==> src/svge_pkg.sv <==
// state vector gate engine: shared package
// request codes, product part codes and the control struct of the shared unit
// no dependencies
`default_nettype none
package svge_pkg;

  // request kinds carried on in_tuser
  localparam logic [2:0] REQ_CLEAR  = 3'd0;
  localparam logic [2:0] REQ_MATRIX = 3'd1;
  localparam logic [2:0] REQ_SINGLE = 3'd2;
  localparam logic [2:0] REQ_TWO    = 3'd3;
  localparam logic [2:0] REQ_READ   = 3'd4;

  // which real product the shared multiplier forms this cycle
  localparam logic [2:0] PART_RR  = 3'd0; // mr*ar, added to real sum
  localparam logic [2:0] PART_II  = 3'd1; // mi*ai, taken from real sum
  localparam logic [2:0] PART_RI  = 3'd2; // mr*ai, added to imaginary sum
  localparam logic [2:0] PART_IR  = 3'd3; // mi*ar, added to imaginary sum
  localparam logic [2:0] PART_SQR = 3'd4; // ar*ar, added to squared magnitude
  localparam logic [2:0] PART_SQI = 3'd5; // ai*ai, added to squared magnitude

  // fraction bits of a matrix entry
  localparam int MAT_FRAC = 14;

  // control of the shared multiply-accumulate unit
  typedef struct packed {
    logic       issue;
    logic       clr;
    logic [2:0] part;
  } mac_ctrl_t;

endpackage
`default_nettype wire

==> src/svge_mac.sv <==
// state vector gate engine: shared multiplier with rounding, accumulation,
// saturation and squared-magnitude scaling; uses svge_pkg
`default_nettype none
module svge_mac #(
  parameter int AMP_WIDTH = 16
) (
  input  wire logic                        clk,
  input  wire logic                        rst_n,
  input  wire svge_pkg::mac_ctrl_t         ctrl,
  input  wire logic signed [AMP_WIDTH-1:0] amp_re,
  input  wire logic signed [AMP_WIDTH-1:0] amp_im,
  input  wire logic signed [15:0]          mat_re,
  input  wire logic signed [15:0]          mat_im,
  output logic signed      [AMP_WIDTH-1:0] sat_re,
  output logic signed      [AMP_WIDTH-1:0] sat_im,
  output logic             [31:0]          prob
);

  localparam int MW    = (AMP_WIDTH > 16) ? AMP_WIDTH : 16;
  localparam int PW    = 2 * MW;
  localparam int ACW   = 2 * MW - 10;
  localparam int SQW   = 2 * AMP_WIDTH;
  localparam int TWO_F = 2 * (AMP_WIDTH - 2);
  localparam int PR_R  = (TWO_F > 28) ? (TWO_F - 28) : 0;
  localparam int PR_L  = (TWO_F > 28) ? 0 : (28 - TWO_F);
  localparam logic [63:0] PR_HALF = (64'd1 << PR_R) >> 1;
  localparam logic signed [PW:0] RND =
    (PW + 1)'(1) << (svge_pkg::MAT_FRAC - 1);
  localparam logic signed [ACW-1:0] SAT_HI =
    {{(ACW - AMP_WIDTH + 1){1'b0}}, {(AMP_WIDTH - 1){1'b1}}};
  localparam logic signed [ACW-1:0] SAT_LO = ~SAT_HI;

  logic signed [MW-1:0]  a_op, b_op;
  logic signed [PW-1:0]  prod_r;
  logic                  pv_r;
  logic [2:0]            ppart_r;
  logic signed [PW:0]    pq, pq_sh;
  logic signed [ACW-1:0] rp;
  logic signed [ACW-1:0] sr_r, si_r;
  logic [SQW-1:0]        sq_r;
  logic [63:0]           sq64;

  // operand selection per product part
  always_comb begin
    a_op = MW'(amp_re);
    b_op = MW'(mat_re);
    case (ctrl.part)
      svge_pkg::PART_RR:  begin a_op = MW'(amp_re); b_op = MW'(mat_re); end
      svge_pkg::PART_II:  begin a_op = MW'(amp_im); b_op = MW'(mat_im); end
      svge_pkg::PART_RI:  begin a_op = MW'(amp_im); b_op = MW'(mat_re); end
      svge_pkg::PART_IR:  begin a_op = MW'(amp_re); b_op = MW'(mat_im); end
      svge_pkg::PART_SQR: begin a_op = MW'(amp_re); b_op = MW'(amp_re); end
      svge_pkg::PART_SQI: begin a_op = MW'(amp_im); b_op = MW'(amp_im); end
      default:            begin a_op = MW'(amp_re); b_op = MW'(mat_re); end
    endcase
  end

  // product register
  always_ff @(posedge clk) begin
    if (!rst_n) begin
      pv_r <= 1'b0;
    end else begin
      pv_r <= ctrl.issue;
    end
    prod_r  <= a_op * b_op;
    ppart_r <= ctrl.part;
  end

  // round half up: floor((p + half) / 2^frac)
  assign pq    = (PW + 1)'(prod_r) + RND;
  assign pq_sh = pq >>> svge_pkg::MAT_FRAC;
  assign rp    = ACW'(pq_sh);

  // exact accumulation of rounded products and of unrounded squares
  always_ff @(posedge clk) begin
    if (!rst_n || ctrl.clr) begin
      sr_r <= '0;
      si_r <= '0;
      sq_r <= '0;
    end else if (pv_r) begin
      case (ppart_r)
        svge_pkg::PART_RR:  sr_r <= sr_r + rp;
        svge_pkg::PART_II:  sr_r <= sr_r - rp;
        svge_pkg::PART_RI:  si_r <= si_r + rp;
        svge_pkg::PART_IR:  si_r <= si_r + rp;
        svge_pkg::PART_SQR: sq_r <= sq_r + prod_r[SQW-1:0];
        svge_pkg::PART_SQI: sq_r <= sq_r + prod_r[SQW-1:0];
        default:            sr_r <= sr_r;
      endcase
    end
  end

  // saturate sums to the amplitude format
  always_comb begin
    if (sr_r > SAT_HI)      sat_re = AMP_WIDTH'(SAT_HI);
    else if (sr_r < SAT_LO) sat_re = AMP_WIDTH'(SAT_LO);
    else                    sat_re = AMP_WIDTH'(sr_r);
    if (si_r > SAT_HI)      sat_im = AMP_WIDTH'(SAT_HI);
    else if (si_r < SAT_LO) sat_im = AMP_WIDTH'(SAT_LO);
    else                    sat_im = AMP_WIDTH'(si_r);
  end

  // rescale squared magnitude to Q4.28
  assign sq64 = 64'(sq_r);
  assign prob = 32'(((sq64 + PR_HALF) >> PR_R) << PR_L);

endmodule
`default_nettype wire

==> config.mk <==
export PLATFORM = sky130hd
export DESIGN_NAME = svge_mac
export DESIGN_NICKNAME = d
export VERILOG_FILES = /design/src/svge_pkg.sv /design/src/svge_mac.sv
export SDC_FILE = /design/constraint.sdc
export NUM_CORES = 1
export LEC_CHECK = 0
export CAP_MARGIN = 10
export CORE_UTILIZATION = 64
export DETAILED_ROUTE_END_ITERATION = 10
export DONT_BUFFER_PORTS = 1
export PLACE_DENSITY = 0.8
export REMOVE_ABC_BUFFERS = 1
export SLEW_MARGIN = 10
export SYNTH_ARGS = -nofsm -noshare
export SYNTH_HDL_FRONTEND = slang
export SYNTH_SLANG_ARGS = --single-unit
==> constraint.sdc <==
create_clock -name clk -period 10.47 [get_ports clk]
set_input_delay 2.094 -clock clk [delete_from_list [all_inputs] [get_ports clk]]
set_output_delay 2.094 -clock clk [all_outputs]
set_load 0.02 [all_outputs]
# After elaboration in Yosys (flattened, before gate mapping)

Cells that the tools add are included.

Reductions and logical operators: 11
Equality and inequality tests: 10
$add $sub $neg: 5
Multiply operators: 1
Order comparisons: 4
Multiplexer cells: 7

Operator list:

| cell                   | number |
|---|---|
| $mux 16                | 5 |
| $pmux 16 s3            | 1 |
| $add 22x19->22         | 2 |
| $gt 22x16->1 const B   | 2 |
| $lt 22x16->1 const B   | 2 |
| $pmux 22 s2            | 1 |
| $add 32x15->33 const B | 1 |
| $add 32x32->32         | 1 |
| $mul 16x16->32         | 1 |
| $sub 22x19->22         | 1 |
| $eq 3x2->1 const B     | 4 |
| $eq 3x3->1 const B     | 4 |
| $eq 3x1->1 const B     | 2 |
| $reduce_and 2->1       | 3 |
| $reduce_or 2->1        | 3 |
| $logic_not 3->1        | 1 |
| $reduce_or 3->1        | 1 |
| $reduce_bool 2->1      | 1 |
| $logic_not 1->1        | 1 |
| $logic_or 1x1->1       | 1 |

Input port bits: 71
Register bits after elaboration: 112
Output and inout port bits: 64
Word-level logic and storage cells: 44

# Depth between registers and ports, before layout

Depth after elaboration: 4
Gate-level depth with buffers: 31
Depth with buffers taken out: 28

# Worst setup path after synthesis

No wires, ideal clock.

Path kind: input-to-reg
Start point: input ctrl[0] (netlist name)
End point: register prod_r[31]
Required time: 10.350 ns
Arrival: 9.191 ns
Slack: 1.159 ns
Library setup time: 0.120 ns
Buffers on the path: 3
Stages on the path: 26
Cells stage by stage: clkbuf_1 -> mux2i_1 -> clkbuf_1 -> buf_2 -> mux2i_1 -> nor2_1 -> fa_1 -> inv_1 -> fa_1 -> fa_1 -> inv_1 -> fa_1 -> fa_1 -> inv_1 -> fa_1 -> inv_1 -> ha_1 -> a21o_1 -> a21o_1 -> a211oi_1 -> o21ai_0 -> a221oi_2 -> nor4_1 -> a2111oi_2 -> a21oi_1 -> xnor2_1

Cells in the longest elaborated chain, start to end: 4
Elaborated cells between the ends (all ways): 10
Those cells by class: 1 x mul; 5 x eq/ne; 2 x mux; 2 x reduce/logical

RTL lines:

| element                                                      | line           | source |
|---|---|---|
| start, declared                                              | svge_mac.sv:9  | `input wire svge_pkg::mac_ctrl_t ctrl,` |
| $eq 3x2->1, or another cell as far along                     | svge_mac.sv:47 | `case (ctrl.part)` |
| $reduce_or 2->1 (no line) or $reduce_or 3->1 (tied branches) | -              |  |
| $pmux 16 s3 or $mux 16 (tied branches)                       | svge_mac.sv:47 |  |
| $mul 16x16->32 (*)                                           | svge_mac.sv:65 | `prod_r <= a_op * b_op;` |
| end signal, assigned                                         | svge_mac.sv:65 |  |
| end, declared                                                | svge_mac.sv:34 | `logic signed [PW-1:0] prod_r;` |

Every way passes the cells marked *; elsewhere a longest branch is shown, timed or not.
A chain may end at the register's enable or synchronous reset.

# Worst setup path in the final report

Start point: input ctrl[1] (netlist name)
End point: register prod_r[31]

Same word-level chain as after synthesis.

==> results by group <==
Finish
  – Antenna diode count: 0
  – Share of cells above drive strength 1: 5.15%
  – Layout net count: 2,685
  – Final Non-Filler Cells: 2,574
  – Fillcell total: 2,329
  – Register area: 2240 sq um
  – Area Growth Syn to Fin: 3.92%
  – Multi-input gate area: 14,800 sq um

Detailed routing
  – DR DRC count: 0
  – DRT iter0 DRCs: 1,170
  – Via count: 15,400
  – Per-cell routed wire length: 18.6 um
  – Final ANT Viol Nets: 0
  – DRT Pass-1 Iters: 5
  – Vias per inst: 6.00
  – Routed WL: 48.0 mm

Worst setup path
  – CP endpoint: prod_r[31]
  – Reg2reg end: sr_r[21]
  – Crit path max fanout: 20
  – Critical path capture point type: register
  – Critical Path Start: ctrl[1]
  – CP dominant cell by count: fa_1
  – Worst setup SP type: input port
  – Critical path arrival: 9.37 ns
  – Reg2reg start: prod_r[14]
  – WS Path Type: input port to register
  – Worst reg-to-reg path cell count: 19
  – Worst stage delay on the critical path: 0.76 ns
  – Worst R2R Setup Slack: 5.45 ns
  – Max stage delay cell, worst path: o221ai_1
  – CP Data Required Time: 10.70 ns
  – Critical Path, Cell by Cell: nand2b_1 > or2_2 > o221ai_1 > nor2_1 > fa_1 > inv_1 > fa_1 > fa_1 > inv_1 > fa_1 > fa_1 > inv_1 > fa_1 > inv_1 > ha_1 > a21o_1 > a21o_1 > a211oi_1 > o21ai_0 > a221oi_2 > nor4_1 > a2111oi_2 > a21oi_1 > xnor2_1

Timing
  – Final setup viols: 0
  – Worst-case clock skew: 0.0224 ns
  – Fin crit share: 87.4%
  – Final TNS setup: 0 ns
  – Max Fclk: 109 MHz
  – Slew Viols, Final: 0
  – Endpoints failing hold: 0
  – Worst-margin pin slew: 1.15 ns
  – RSZ-0062 raised after global routing: false
  – Slew headroom: 23.5%
  – Fin crit period: 9.15 ns

Synth
  – Adder-Cell Fraction of Synth Area: 39.2%
  – Post-synth EDFFs: 0
  – Top cell type's share of synthesized area: 28.6%
  – Mapped Cells: 2,222
  – Register area share after synthesis: 12.1%
  – Synth Area in Simple Gates: 17.7%
  – Warnings, synthesis: 0
  – Cell taking the most area after synthesis: fa_1
  – Post-synth ARST share: 0%
  – Mux cell area share after synthesis: 2.18%
  – Synth cell types: 84
  – Seq cells post-synth: 112
  – Largest family of logic cells by synthesized area: adder cells
  – Syn Area/Cell: 8.34 sq um
  – Cell Area, Synth: 18,500 sq um
  – Main area contributors after synthesis: fa_1 (29%), dfxtp_1 (12%), ha_1 (11%)
  – Post-synthesis compound-gate area fraction: 15.2%
  – Post-Synth XOR/XNOR Area: 5.48%
  – Prevailing post-synth register cell: dfxtp_1

Placement
  – HPWL after detailed placement: 38.6 mm
  – GPL Wtd Cong: 0.985
  – Placed Cells incl. Taps: 2,559
  – Port bufs: 0

Clocking
  – Total CTS buffers: 9
  – Root Buffer: clkbuf_16
  – Clock sink count: 112
  – Clock Tree Buf Depth: 2
  – Hold buffers post-CTS: 0
  – PostCTS Resize Cnt: 0
  – Post-CTS setup repair buffer count: 0
  – H-tree levels: 3
  – Worst-path clk slew: 0.09 ns
  – CTS tree: yes
  – Clock latency on the worst-skew pair: 0.36 ns

Die
  – Core Area: 28,200 sq um
  – Std cell rows: 61
  – Io pins: 135
  – Die Span Y: 172 um
  – Initial Utilization: 65.8%
  – Die area: 29,700 sq um
  – Chip width: 172 um

GRT
  – Vias in the first global route: 15,300
  – Largest net degree at the start of global routing: 68
  – Initial antenna violation count: 0
  – Tot GR Track Use: 33.5%
  – First-pass GRT wire length: 77.5 mm
  – Grt ovf: 0

Job
  – Max cap viols: 0

Outcome
  – Status: finished, final reports clean

Min path
  – HP Class: register to register
-- cells by family after synthesis --
kind of cell | after synthesis
DFF | 112
buffers and inverters | 398
adders and majority gates | 422
xor gates and xnor gates | 113
and+or+nand+nor | 709
muxes | 38
AOI/OAI and AO/OA | 430
-- synthesized netlist by cell type, types with 7 or more instances --
| cell | count |
|---|---|
| mux2_2 | 15 |
| nand4_1 | 18 |
| nor3b_1 | 8 |
| o21ai_0 | 63 |
| fa_1 | 265 |
| nand3_1 | 47 |
| o21a_1 | 43 |
| o22ai_1 | 14 |
| mux2i_1 | 22 |
| nand2b_1 | 37 |
| nor2b_1 | 15 |
| and2_1 | 11 |
| a31oi_1 | 13 |
| nand2_1 | 271 |
| nor2_1 | 207 |
| xnor2_1 | 74 |
| nor3_1 | 21 |
| or4_1 | 8 |
| or2_2 | 8 |
| o221ai_1 | 9 |
| ha_1 | 157 |
| nor4_1 | 11 |
| clkbuf_1 | 61 |
| a211oi_1 | 16 |
| a211o_1 | 7 |
| xor2_1 | 37 |
| dfxtp_1 | 112 |
| a21oi_1 | 141 |
| o21bai_1 | 15 |
| buf_1 | 8 |
| nand3b_1 | 8 |
| and3_1 | 11 |
| a21o_1 | 51 |
| inv_1 | 324 |
-- per-stage QoR --
step	area, sq um	utilization, %	worst slack, ns	hold WS (ns)
after floorplan	18200	-	0.172	0.449
after global placement	19000	67.4	1.17	0.465
after detailed placement	19000	67.4	0.938	0.473
after CTS	19300	68.4	1.28	0.484
after global routing	19300	68.4	0.900	0.504
final	19300	68.4	1.32	0.484
-- worst max-delay path, delay by kind of cell --
family / cells / cell delay, ns
adder cells (fa/ha/maj): 7 / 3.49
AO/OA/AOI/OAI: 8 / 2.52
AND/OR/NAND/NOR: 4 / 0.91
buffers and inverters: 4 / 0.20
XOR/XNOR: 1 / 0.14
-- cell type report --
cell class,instances,share of cell area [%]
Tap cell,378,2.45
Inverter,324,6.31
Sequential cell,112,11.6
Multi-Input combinational cell,1712,76.9
Clock inverter,5,0.227
Clock buffer,10,1.19
Timing Repair Buffer,33,1.29
-- cell usage in the layout (no fill, tap or decap), types with 16 or more instances in the layout --
| cell type | instances |
|---|---|
| nor3_1 | 21 |
| a211oi_1 | 16 |
| a21oi_1 | 140 |
| fa_1 | 265 |
| mux2i_1 | 21 |
| nand3_1 | 47 |
| xor2_1 | 37 |
| inv_1 | 324 |
| o21a_1 | 43 |
| o21ai_0 | 63 |
| nand4_1 | 18 |
| buf_4 | 33 |
| nand2b_1 | 36 |
| xnor2_1 | 74 |
| ha_1 | 157 |
| a21o_1 | 51 |
| dfxtp_1 | 112 |
| nand2_1 | 271 |
| nor2_1 | 207 |
-- sequential cells by signal, summed over array words and instances (netlist names) --
| register | flops |
|---|---|
| si_r | 22 |
| sr_r | 22 |
| ppart_r | 3 |
| sq_r | 32 |
| pv_r | 1 |
| prod_r | 32 |
-- per-layer routing --
layer / vias up / wire length, um / track usage, %
li1: 7240 / - / -
met1: 7412 / 20700 / 45.7
met5: - / 0 / 0
met3: 84 / 4200 / 5.31
met2: 707 / 21600 / 54.1
met4: 0 / 1460 / 11.5
-- worst min-delay path by stage --
stage / startpoint / end / depth (start not counted)
CTS: si_r[9] / si_r[9] / 2
floorplan: sr_r[4] / sr_r[4] / 2
global placement: si_r[12] / si_r[12] / 2
global route: sr_r[10] / sr_r[10] / 2
detailed placement: si_r[9] / si_r[9] / 2
finish: si_r[9] / si_r[9] / 2
Power is left out: the tool's default activity adds up to more than one toggle a clock period on the data nets, which glitch-free logic cannot reach.
